--- src/rtl/cvm_pkg.sv ---
// Package: beat types, widths and status codes of the cluster merge block.
`default_nettype none

package cvm_pkg;

  localparam int PNT_W     = 20;
  localparam int FRAC_BITS = 4;
  localparam int COORD_W   = 16;
  localparam int CNT_W     = 9;
  localparam int SUM_W     = 24;
  localparam int SQ_W      = 40;
  localparam int THR_W     = 31;
  localparam int MAX_COUNT = 256;

  // serial multiplier: accumulator covers |Lx|^2 + |Ly|^2 + T*n^2
  localparam int MUL_W = 49;
  localparam int MB_W  = SUM_W;

  localparam logic [1:0] ST_STARTED = 2'd0;
  localparam logic [1:0] ST_MERGED  = 2'd1;
  localparam logic [1:0] ST_REF_VAR = 2'd2;
  localparam logic [1:0] ST_REF_CAP = 2'd3;

  typedef struct packed {
    logic                    op;
    logic signed [PNT_W-1:0] point_x;
    logic signed [PNT_W-1:0] point_y;
    logic [CNT_W-1:0]        other_count;
    logic signed [SUM_W-1:0] other_sum_x;
    logic signed [SUM_W-1:0] other_sum_y;
    logic [SQ_W-1:0]         other_sum_sq;
  } in_t;

  typedef struct packed {
    logic [1:0]                status;
    logic signed [COORD_W-1:0] centroid_x;
    logic signed [COORD_W-1:0] centroid_y;
    logic [CNT_W-1:0]          count;
    logic signed [SUM_W-1:0]   sum_x;
    logic signed [SUM_W-1:0]   sum_y;
    logic [SQ_W-1:0]           sum_sq;
  } out_t;

endpackage

`default_nettype wire

--- src/rtl/cluster_variance_merge.sv ---
// Top level: single 2-D clustering-feature store with serial merge test.
//
// Holds one cluster summary (count, signed sums, sum of squares, centroid).
// An op 0 beat restarts the cluster from a fixed-point point, rounded half up
// toward zero and saturated to 16 bits. An op 1 beat offers another summary;
// the merge is refused for capacity (count above 256 or a sum out of range)
// or for variance (n*S - (Lx^2 + Ly^2) > T*n^2, exact), else the sums are
// added and the centroid becomes Lx/n, Ly/n truncated toward zero. Every input
// beat gives one output beat showing the cluster after that beat. One beat is
// worked on at a time. All products go through one bit-serial shift-add
// multiplier that runs until its multiplier operand is exhausted; the centroid
// comes from a restoring divider. A start squares only cx and cy, a capacity
// refusal skips the arithmetic, and a full merge runs n^2, T*n^2, Lx^2, Ly^2,
// n*S, then both divisions. The output register lets the next beat be taken
// while a result still waits for out_ready. The threshold register is written
// by cfg_wen/cfg_wdata and must only change while idle.
`default_nettype none

module cluster_variance_merge
  import cvm_pkg::*;
(
  input  wire logic             clk,
  input  wire logic             rst,
  input  wire logic             in_valid,
  output logic                  in_ready,
  input  wire in_t              in_data,
  output logic                  out_valid,
  input  wire logic             out_ready,
  output out_t                  out_data,
  input  wire logic             cfg_wen,
  input  wire logic [THR_W-1:0] cfg_wdata
);

  localparam int DCNT_W = $clog2(SUM_W);

  // sequencer codes
  localparam logic [3:0] S_IDLE  = 4'd0;
  localparam logic [3:0] S_CHECK = 4'd1;  // merged sums and capacity test
  localparam logic [3:0] S_PREP  = 4'd2;  // start: load cx^2
  localparam logic [3:0] S_NSQ   = 4'd3;  // n*n
  localparam logic [3:0] S_TNN   = 4'd4;  // T*n^2
  localparam logic [3:0] S_AX    = 4'd5;  // += |Lx|^2
  localparam logic [3:0] S_AY    = 4'd6;  // += |Ly|^2
  localparam logic [3:0] S_LHS   = 4'd7;  // n*S, then compare
  localparam logic [3:0] S_DIVX  = 4'd8;
  localparam logic [3:0] S_DIVY  = 4'd9;
  localparam logic [3:0] S_DONE  = 4'd10;

  // round half up, truncate toward zero, saturate to the coordinate range
  function automatic logic signed [COORD_W-1:0] round_coord(
    input logic signed [PNT_W-1:0] p
  );
    logic signed [PNT_W:0]         v;
    logic signed [PNT_W:0]         vb;
    logic signed [PNT_W-FRAC_BITS:0] q;
    v  = (PNT_W+1)'(p) + (PNT_W+1)'(1 << (FRAC_BITS - 1));
    vb = v[PNT_W] ? v + (PNT_W+1)'((1 << FRAC_BITS) - 1) : v;
    q  = (PNT_W-FRAC_BITS+1)'(vb >>> FRAC_BITS);
    if (!q[PNT_W-FRAC_BITS] && (|q[PNT_W-FRAC_BITS-1:COORD_W-1]))
      round_coord = {1'b0, {(COORD_W-1){1'b1}}};
    else if (q[PNT_W-FRAC_BITS] && !(&q[PNT_W-FRAC_BITS-1:COORD_W-1]))
      round_coord = {1'b1, {(COORD_W-1){1'b0}}};
    else
      round_coord = q[COORD_W-1:0];
  endfunction

  function automatic logic [SUM_W-1:0] abs_sum(input logic [SUM_W-1:0] v);
    abs_sum = v[SUM_W-1] ? (~v + SUM_W'(1)) : v;
  endfunction

  // apply sign to a quotient magnitude and saturate
  function automatic logic [COORD_W-1:0] sat_quot(
    input logic [SUM_W-1:0] q,
    input logic             neg
  );
    logic [COORD_W-1:0] m;
    m = q[COORD_W-1:0];
    if (!neg)
      sat_quot = (q > SUM_W'((1 << (COORD_W - 1)) - 1)) ?
                 {1'b0, {(COORD_W-1){1'b1}}} : m;
    else
      sat_quot = (q > SUM_W'(1 << (COORD_W - 1))) ?
                 {1'b1, {(COORD_W-1){1'b0}}} : (~m + COORD_W'(1));
  endfunction

  logic [3:0]         state;
  logic [THR_W-1:0]   thresh;

  // cluster held between beats
  logic [COORD_W-1:0] cur_cx;
  logic [COORD_W-1:0] cur_cy;
  logic [CNT_W-1:0]   cur_count;
  logic [SUM_W-1:0]   cur_sx;
  logic [SUM_W-1:0]   cur_sy;
  logic [SQ_W-1:0]    cur_sq;

  // working registers for the beat in flight
  logic               op_r;
  logic [1:0]         status_r;
  logic [CNT_W-1:0]   oth_cnt;
  logic [SUM_W-1:0]   oth_sx;
  logic [SUM_W-1:0]   oth_sy;
  logic [SQ_W-1:0]    oth_sq;
  logic [CNT_W-1:0]   n_r;
  logic [SUM_W-1:0]   lx_r;
  logic [SUM_W-1:0]   ly_r;
  logic [SQ_W-1:0]    s_r;
  logic [MUL_W-1:0]   rhs_r;
  logic [COORD_W-1:0] qx;
  logic [COORD_W-1:0] qy;

  // bit-serial multiplier
  logic [MUL_W-1:0]   acc;
  logic [MUL_W-1:0]   mul_a;
  logic [MB_W-1:0]    mul_b;
  logic [MUL_W-1:0]   acc_step;
  logic               mul_run;

  // restoring divider
  logic [SUM_W-1:0]   div_q;
  logic [CNT_W-1:0]   div_rem;
  logic [DCNT_W-1:0]  div_cnt;
  logic [CNT_W:0]     rem_sh;
  logic               div_ge;
  logic [CNT_W-1:0]   rem_nx;
  logic [SUM_W-1:0]   q_nx;

  // merged sums
  logic [CNT_W:0]     n_sum;
  logic [SUM_W:0]     lx_sum;
  logic [SUM_W:0]     ly_sum;
  logic [SQ_W:0]      s_sum;
  logic               cap_fail;

  out_t               res;
  logic               hand_over;

  assign in_ready = (state == S_IDLE);

  // result goes out once the output register is free
  assign hand_over = (state == S_DONE) && (!out_valid || out_ready);

  assign mul_run  = (mul_b != '0);
  assign acc_step = mul_b[0] ? acc + mul_a : acc;

  assign rem_sh = {div_rem, div_q[SUM_W-1]};
  assign div_ge = (rem_sh >= {1'b0, n_r});
  assign rem_nx = div_ge ? CNT_W'(rem_sh - {1'b0, n_r}) : rem_sh[CNT_W-1:0];
  assign q_nx   = {div_q[SUM_W-2:0], div_ge};

  assign n_sum  = {1'b0, cur_count} + {1'b0, oth_cnt};
  assign lx_sum = {cur_sx[SUM_W-1], cur_sx} + {oth_sx[SUM_W-1], oth_sx};
  assign ly_sum = {cur_sy[SUM_W-1], cur_sy} + {oth_sy[SUM_W-1], oth_sy};
  assign s_sum  = {1'b0, cur_sq} + {1'b0, oth_sq};
  assign cap_fail = (n_sum > (CNT_W+1)'(MAX_COUNT)) ||
                    (lx_sum[SUM_W] != lx_sum[SUM_W-1]) ||
                    (ly_sum[SUM_W] != ly_sum[SUM_W-1]) ||
                    s_sum[SQ_W];

  // cluster after this beat
  always_comb begin
    res.status = status_r;
    unique case (status_r)
      ST_STARTED: begin
        res.centroid_x = lx_r[COORD_W-1:0];
        res.centroid_y = ly_r[COORD_W-1:0];
        res.count      = CNT_W'(1);
        res.sum_x      = lx_r;
        res.sum_y      = ly_r;
        res.sum_sq     = acc[SQ_W-1:0];
      end
      ST_MERGED: begin
        res.centroid_x = qx;
        res.centroid_y = qy;
        res.count      = n_r;
        res.sum_x      = lx_r;
        res.sum_y      = ly_r;
        res.sum_sq     = s_r;
      end
      ST_REF_VAR, ST_REF_CAP: begin
        res.centroid_x = cur_cx;
        res.centroid_y = cur_cy;
        res.count      = cur_count;
        res.sum_x      = cur_sx;
        res.sum_y      = cur_sy;
        res.sum_sq     = cur_sq;
      end
    endcase
  end

  always_ff @(posedge clk) begin
    if (rst) begin
      state     <= S_IDLE;
      out_valid <= 1'b0;
      thresh    <= '0;
      cur_cx    <= '0;
      cur_cy    <= '0;
      cur_count <= '0;
      cur_sx    <= '0;
      cur_sy    <= '0;
      cur_sq    <= '0;
    end else begin
      if (cfg_wen) begin
        thresh <= cfg_wdata;
      end
      if (hand_over) begin
        out_valid <= 1'b1;
      end else if (out_ready) begin
        out_valid <= 1'b0;
      end

      unique case (state)
        S_IDLE: begin
          if (in_valid) begin
            op_r     <= in_data.op;
            oth_cnt  <= in_data.other_count;
            oth_sx   <= in_data.other_sum_x;
            oth_sy   <= in_data.other_sum_y;
            oth_sq   <= in_data.other_sum_sq;
            lx_r     <= SUM_W'(round_coord(in_data.point_x));
            ly_r     <= SUM_W'(round_coord(in_data.point_y));
            status_r <= in_data.op ? ST_MERGED : ST_STARTED;
            state    <= in_data.op ? S_CHECK : S_PREP;
          end
        end

        S_PREP: begin
          acc   <= '0;
          mul_a <= MUL_W'(abs_sum(lx_r));
          mul_b <= abs_sum(lx_r);
          state <= S_AX;
        end

        S_CHECK: begin
          if (cap_fail) begin
            status_r <= ST_REF_CAP;
            state    <= S_DONE;
          end else begin
            n_r   <= n_sum[CNT_W-1:0];
            lx_r  <= lx_sum[SUM_W-1:0];
            ly_r  <= ly_sum[SUM_W-1:0];
            s_r   <= s_sum[SQ_W-1:0];
            acc   <= '0;
            mul_a <= MUL_W'(n_sum[CNT_W-1:0]);
            mul_b <= MB_W'(n_sum[CNT_W-1:0]);
            state <= S_NSQ;
          end
        end

        S_NSQ: begin
          if (mul_run) begin
            acc   <= acc_step;
            mul_a <= mul_a << 1;
            mul_b <= mul_b >> 1;
          end else begin
            acc   <= '0;
            mul_a <= MUL_W'(thresh);
            mul_b <= MB_W'(acc[2*CNT_W-1:0]);
            state <= S_TNN;
          end
        end

        S_TNN: begin
          if (mul_run) begin
            acc   <= acc_step;
            mul_a <= mul_a << 1;
            mul_b <= mul_b >> 1;
          end else begin
            mul_a <= MUL_W'(abs_sum(lx_r));
            mul_b <= abs_sum(lx_r);
            state <= S_AX;
          end
        end

        S_AX: begin
          if (mul_run) begin
            acc   <= acc_step;
            mul_a <= mul_a << 1;
            mul_b <= mul_b >> 1;
          end else begin
            mul_a <= MUL_W'(abs_sum(ly_r));
            mul_b <= abs_sum(ly_r);
            state <= S_AY;
          end
        end

        S_AY: begin
          if (mul_run) begin
            acc   <= acc_step;
            mul_a <= mul_a << 1;
            mul_b <= mul_b >> 1;
          end else if (!op_r) begin
            // start: acc now holds cx^2 + cy^2
            state <= S_DONE;
          end else begin
            rhs_r <= acc;
            acc   <= '0;
            mul_a <= MUL_W'(s_r);
            mul_b <= MB_W'(n_r);
            state <= S_LHS;
          end
        end

        S_LHS: begin
          if (mul_run) begin
            acc   <= acc_step;
            mul_a <= mul_a << 1;
            mul_b <= mul_b >> 1;
          end else if (acc > rhs_r) begin
            status_r <= ST_REF_VAR;
            state    <= S_DONE;
          end else if (n_r == '0) begin
            // empty merge: centroid is zero
            qx    <= '0;
            qy    <= '0;
            state <= S_DONE;
          end else begin
            div_q   <= abs_sum(lx_r);
            div_rem <= '0;
            div_cnt <= DCNT_W'(SUM_W - 1);
            state   <= S_DIVX;
          end
        end

        S_DIVX: begin
          if (div_cnt == '0) begin
            qx      <= sat_quot(q_nx, lx_r[SUM_W-1]);
            div_q   <= abs_sum(ly_r);
            div_rem <= '0;
            div_cnt <= DCNT_W'(SUM_W - 1);
            state   <= S_DIVY;
          end else begin
            div_q   <= q_nx;
            div_rem <= rem_nx;
            div_cnt <= div_cnt - DCNT_W'(1);
          end
        end

        S_DIVY: begin
          div_q   <= q_nx;
          div_rem <= rem_nx;
          div_cnt <= div_cnt - DCNT_W'(1);
          if (div_cnt == '0) begin
            qy    <= sat_quot(q_nx, ly_r[SUM_W-1]);
            state <= S_DONE;
          end
        end

        S_DONE: begin
          // hand over once the output register is free
          if (hand_over) begin
            out_data  <= res;
            cur_cx    <= res.centroid_x;
            cur_cy    <= res.centroid_y;
            cur_count <= res.count;
            cur_sx    <= res.sum_x;
            cur_sy    <= res.sum_y;
            cur_sq    <= res.sum_sq;
            state     <= S_IDLE;
          end
        end

        default: begin
          state <= S_IDLE;
        end
      endcase
    end
  end

endmodule

`default_nettype wire

--- config.mk ---
export PLATFORM = sky130hd
export DESIGN_NAME = cluster_variance_merge
export DESIGN_NICKNAME = d
export VERILOG_FILES = /design/src/rtl/cvm_pkg.sv /design/src/rtl/cluster_variance_merge.sv
export SDC_FILE = /design/constraint.sdc
export NUM_CORES = 2
export LEC_CHECK = 0
export ABC_AREA = 0
export BUFFER_PORTS_ARGS = -buffer_cell sky130_fd_sc_hd__buf_4
export CAP_MARGIN = 20
export CORE_ASPECT_RATIO = 0.5
export CORE_MARGIN = 3
export CORE_UTILIZATION = 55
export DETAILED_ROUTE_END_ITERATION = 16
export GPL_TIMING_DRIVEN = 1
export PLACE_DENSITY_LB_ADDON = 0.1
export SLEW_MARGIN = 40
export SYNTH_ARGS = -nofsm -noshare
export SYNTH_HDL_FRONTEND = slang
export SYNTH_SLANG_ARGS = --single-unit
--- constraint.sdc ---
create_clock -name clk -period 13 [get_ports clk]
set_clock_uncertainty 0.1 [all_clocks]
set_input_delay 2.6 -clock clk [delete_from_list [all_inputs] [get_ports clk]]
set_output_delay 2.6 -clock clk [all_outputs]
set_load 0.1 [all_outputs]
* After elaboration in Yosys (flattened, before gate mapping) *
Cells that the tools add are included.

cells by class
  add/subtract/negate cells = 14
  $lt $le $gt $ge = 5
  eq/ne operators = 33
  mux-type cells = 88
  bitwise gates (word level) = 6
  reduce and logical (&&, ||, !) cells = 42

operator list
  operator                 count
  $mux W49                 13
  $pmux W129 S3            1
  $mux W24                 16
  $pmux W49 S7             1
  $pmux W49 S5             1
  $mux W16                 13
  $pmux W24 S7             1
  $pmux W24 S2             2
  $pmux W24 S3             1
  $pmux W16 S2             2
  $add A24 B24 Y25         2
  $add A49 B49 Y49         1
  $gt A49 B49 Y1           1
  $add A24 B1 Y24 const B  2
  $not A24 Y24             2
  $mux W9                  5
  $mux W4                  11
  $pmux W4 S11             1
  $add A20 B5 Y21 const B  2
  $add A21 B5 Y21 const B  2
  $mux W21                 2
  $add A40 B40 Y41         1
  $ne A2 B2 Y1 const B     16
  $pmux W9 S3              1
  45 further kinds         88

storage, ports and cells
  flip-flop bits (word level) = 734
  bits of input ports = 174
  output and inout bits = 133
  logic and storage cells = 223

* Depth between registers and ports, before layout *
  depth after elaboration = 9
  mapped depth = 20
  depth with buffers taken out = 19

* Worst setup path after synthesis *
No wires, ideal clock.

  path type = input-to-reg
  from = in rst
  to = reg op_r (enable)
  arrival = 13.049 ns
  slack = -0.978 ns
  cell stages on the path = 3
  path buffers = 2
  cell sequence = clkbuf_1 > buf_1 > nor4b_1

between the ends
  cells in the longest elaborated chain, start to end = 2

RTL lines
  element                      line                           RTL
  start: declaration           cluster_variance_merge.sv:23   input wire logic rst,
  $not A1 Y1 (no line)         --
  $reduce_and A3 Y1 (no line)  --
  end signal: assignment       cluster_variance_merge.sv:215  op_r <= in_data.op;
  end: declaration             cluster_variance_merge.sv:98   logic op_r;

Every way passes these cells.
A chain may end at the register's enable or synchronous reset.

* Worst setup path after layout *
  from = reg div_q[23]
  to = reg qy[5], data pin

between the ends
  cells in the longest elaborated chain, start to end = 7
  elaborated cells between the ends (all ways) = 10

RTL lines
  element                   line                           RTL
  start: declaration        cluster_variance_merge.sv:120  logic [SUM_W-1:0] div_q;
  start signal: assignment  cluster_variance_merge.sv:318  div_q <= abs_sum(lx_r);
  start signal: assignment  cluster_variance_merge.sv:328  div_q <= abs_sum(ly_r);
  start signal: assignment  cluster_variance_merge.sv:333  div_q <= q_nx;
  $ge A10 B9 Y1 *           cluster_variance_merge.sv:147  assign div_ge = (rem_sh >= {1'b0, n_r});
  $not A16 Y16              cluster_variance_merge.sv:83   {1'b1, {(COORD_W-1){1'b0}}} : (~m + COORD_W'(1));
  $add A16 B1 Y16           cluster_variance_merge.sv:83
  $mux W16                  cluster_variance_merge.sv:82   sat_quot = (q > SUM_W'(1 << (COORD_W - 1))) ?
  $mux W16 *                cluster_variance_merge.sv:78   if (!neg)
  $mux W16 *                cluster_variance_merge.sv:343  if (div_cnt == '0) begin
  $pmux W16 S2 *            cluster_variance_merge.sv:212  unique case (state)
  end signal: assignment    cluster_variance_merge.sv:344  qy <= sat_quot(q_nx, ly_r[SUM_W-1]);
  end: declaration          cluster_variance_merge.sv:110  logic [COORD_W-1:0] qy;

Mark *: on every way between the ends. The rest lies on a longest branch, timed or not. The select of a mux whose other input is x is not followed.

==> reports/qor_table.md <==
| Result | Reported | Unit |
|:---|:---|:---|
| Post-DRT Antenna Nets | 0 | - |
| Arithmetic-cell share of the synthesized area counting full adders, half adders and majority gates | 6.77 | % |
| Class of the tightest hold or removal check | register to register | - |
| Via count of the first global-routing pass | 32,000 | - |
| Gate count of the mapped netlist | 4,180 | - |
| Data required time at the worst endpoint | 13,360 | ps |
| Synth cell types | 89 | - |
| Max FO, Critical Path | 16 | - |
| Std-Cell Core Area | 74,000 | sq um |
| Die extent in x | 395 | um |
| Chip height | 200 | um |
| Placer Congestion | 0.975 | - |
| Simple-gate share of the synthesized area | 14.5 | % |
| List of cells traversed by the critical path | inv_1, ha_1, inv_1, fa_1, a21o_1, a21oi_2, o221ai_1, a21o_1, clkinv_1, ha_1, nor3b_1, nor3b_1, nand2_1, o41ai_1, nor2b_2, nand2_1, a211oi_1 | - |
| Post-synth top flop | sky130_fd_sc_hd__edfxtp_1 | - |
| Maximum number of pins on one net before global-route repair | 85 | - |
| Vias | 33,900 | - |
| Endpoints failing setup | 0 | - |
| Layout cell share with drive strength beyond 1 | 12.9 | % |
| Worst Setup End Kind | register | - |
| YS warnings | 0 | - |
| Max_cap viols | 0 | - |
| Max stage delay cell, worst path | sky130_fd_sc_hd__nor3b_1 | - |
| Multiplexer share of the synthesized area | 4.56 | % |
| Number of DRC markers after the initial detailed-route iteration | 3,993 | - |
| Post-synthesis xor/xnor area fraction | 4.46 | % |
| Tmin final | 5550 | ps |
| Fraction of the mapped netlist area in compound gates | 17.6 | % |
| CTS Buffer Depth | 3 | - |
| Longest individual stage delay on the worst path | 590 | ps |
| Endpoint arrival time on the critical path | 5910 | ps |
| Leading cell type in the layout, fill and taps excluded | sky130_fd_sc_hd__nand2_1 | - |
| Startpoint types | register | - |
| Sinks on the clock net | 734 | - |
| Std cell rows | 70 | - |
| Count of flip-flops with a built-in enable after synthesis | 569 | - |
| CP Class | register to register | - |
| Final hold violation count | 0 | - |
| Achievable clock frequency | 180 | MHz |
| Crit path buffers/inverters | 3 | - |
| First-pass iteration count of the detailed router | 7 | - |
| DR vias/cell | 6.19 | - |
| Sequential fraction of the synthesis area | 49.0 | % |
| Clock Tree Root | sky130_fd_sc_hd__clkbuf_16 | - |
| Setup repair after global routing missed its margin | false | - |
| Overall power consumption | 8.83 | mW |
| Post-route setup TNS | 0 | ps |
| Fraction of synthesis flops using an asynchronous set or reset pin | 0 | % |
| Clock H-tree levels | 3 | - |
| Clock latency at the later pin of the worst-skew pair | 670 | ps |
| Slew HR | 42.2 | % |
| Leakage power | 18.3 | nW |
| Initial antenna violation count | 1 | - |
| Number of input and output port buffers inserted | 306 | - |
| Run status | finished, final reports clean | - |
| First-pass GRT wire length | 190 | mm |
| Crit share post-route | 42.7 | % |
| Total standard cell area after synthesis | 41,600 | sq um |
| Number of max-slew violations in the final report | 0 | - |
| Effective utilization at floorplan | 56.2 | % |
| Final net count | 4,796 | - |
| Most used cells in the layout excluding fill and tap cells | 592 x sky130_fd_sc_hd__nand2_1, 569 x sky130_fd_sc_hd__edfxtp_1, 351 x sky130_fd_sc_hd__a21oi_1 | - |
| Syn nets | 4,573 | - |
| Final hold slack | 355 | ps |
| Die ar. | 79,200 | sq um |
| Average instance area after synthesis | 9.95 | sq um |
| P per Cell Area | 187 | nW/um^2 |
| Setup Buffers After CTS | 0 | - |
| Synth-to-layout area growth | 13.8 | % |
| Number of gates given a new drive strength after cts | 0 | - |
| Register clock-pin slew on the reported worst setup and hold paths | 70 | ps |
| Residual DRC | 0 | - |
| Number of antenna repair diodes | 0 | - |
| Placement-stage worst setup slack | 7150 | ps |
| Critical path's top delay family | simple AND/OR/NAND/NOR gates | - |
| Total I/O pin count | 307 | - |
| TritonCTS clock tree | built | - |
| #FFs+latches synth | 734 | - |
| Leftover overflow at the end of global routing | 0 | - |
| Final critical-path setup slack | 7450 | ps |
| Worst slew pin tran | 865 | ps |
| Cts-stage hold buffer count | 0 | - |
| Overall track demand over capacity in global routing | 30.8 | % |
| Dominant combinational cell family by area after synthesis | compound AO/OA/AOI/OAI gates | - |
| HPWL after DPL | 91.2 | mm |
| Average wire per cell in the routed design | 23.0 | um |
| Total Routed Length | 126 | mm |
| CTS buffer count | 70 | - |
| Maximum ir drop on the vdd rail | 0.000129 | V |
-- synthesized netlist by cell type (51+ instances only) --
master / instances / area share (%)
sky130_fd_sc_hd__xnor2_1: 128 / 2.7
sky130_fd_sc_hd__xor2_1: 82 / 1.7
sky130_fd_sc_hd__mux2i_1: 140 / 3.4
sky130_fd_sc_hd__clkbuf_1: 174 / 1.6
sky130_fd_sc_hd__o21ai_0: 297 / 3.6
sky130_fd_sc_hd__inv_1: 143 / 1.3
sky130_fd_sc_hd__nand2_1: 593 / 5.3
sky130_fd_sc_hd__a21o_1: 94 / 1.7
sky130_fd_sc_hd__edfxtp_1: 569 / 41
sky130_fd_sc_hd__nand3_1: 51 / 0.61
sky130_fd_sc_hd__dfxtp_1: 165 / 7.9
sky130_fd_sc_hd__nor3_1: 63 / 0.76
sky130_fd_sc_hd__ha_1: 213 / 6.4
sky130_fd_sc_hd__a21oi_1: 352 / 4.2
sky130_fd_sc_hd__nor2_1: 315 / 2.8
-- cell families after synthesis --
group	Yosys count
and+or+nand+nor	1325
muxes	184
adders and majority gates	222
buffers and inverters	348
AOI/OAI and AO/OA	1156
xor gates and xnor gates	211
DFF	734
-- final cells by class --
| cell class | instances | area [sq um] |
|---|---|---|
| clock buffers | 99 | 2040 |
| inverters | 145 | 544 |
| well taps | 1008 | 1260 |
| clock inverters | 31 | 367 |
| fillers | 5951 | 26700 |
| multi-input cells | 3098 | 20000 |
| flip-flops and latches | 734 | 20400 |
| repair buffers | 354 | 2700 |
-- state kept, by name (all words and copies together) (netlist names), 31 cells and up --
name	count
out_data	131
acc	49
mul_a	49
rhs_r	49
cur_sq	40
oth_sq	40
s_r	40
thresh	31
-- stage by stage --
stage | cells | utilization (%) | instance area, sq um
floorplan | 4180 | - | 41600
global placement | 5336 | 60.6 | 44800
detailed placement | 5338 | 60.7 | 44900
CTS | 5468 | 63.9 | 47300
global route | 5469 | 64.0 | 47300
finish | 5469 | 64.0 | 47300
-- per-layer routing --
layer | part of all wire [%] | global-route usage, %
met5 | 0 | 0
met4 | 3.1 | 9.07
met3 | 8.9 | 6.77
met2 | 45 | 47.4
met1 | 43 | 43.7
-- power by group --
part	internal, mW	switching (mW)	total [mW]
registers	3.06	0.397	3.46
logic	1.15	2.04	3.19
clock network	1.24	0.943	2.19
total	5.46	3.38	8.83
-- path summary, 6_finish.rpt --
path | startpoint | endpoint | slack (ps) | depth (start not counted)
setup / recovery | div_q[23]$_DFFE_PP_ | qy[5]$_SDFFCE_PN0P_ | 7450 | 17
hold / removal | cur_cx[4]$_SDFFE_PP0P_ | cur_cx[4]$_SDFFE_PP0P_ | 360 | 2
setup reg to reg | div_q[23]$_DFFE_PP_ | qy[5]$_SDFFCE_PN0P_ | 7450 | 17
hold reg to reg | cur_cx[4]$_SDFFE_PP0P_ | cur_cx[4]$_SDFFE_PP0P_ | 360 | 2
-- tightest hold or removal path, stage by stage (launching register included) --
cell and delay [ps]:
sky130_fd_sc_hd__dfxtp_1 310, sky130_fd_sc_hd__nand2_1 50, sky130_fd_sc_hd__a21oi_1 50
Power figures use the tool's default switching activity.
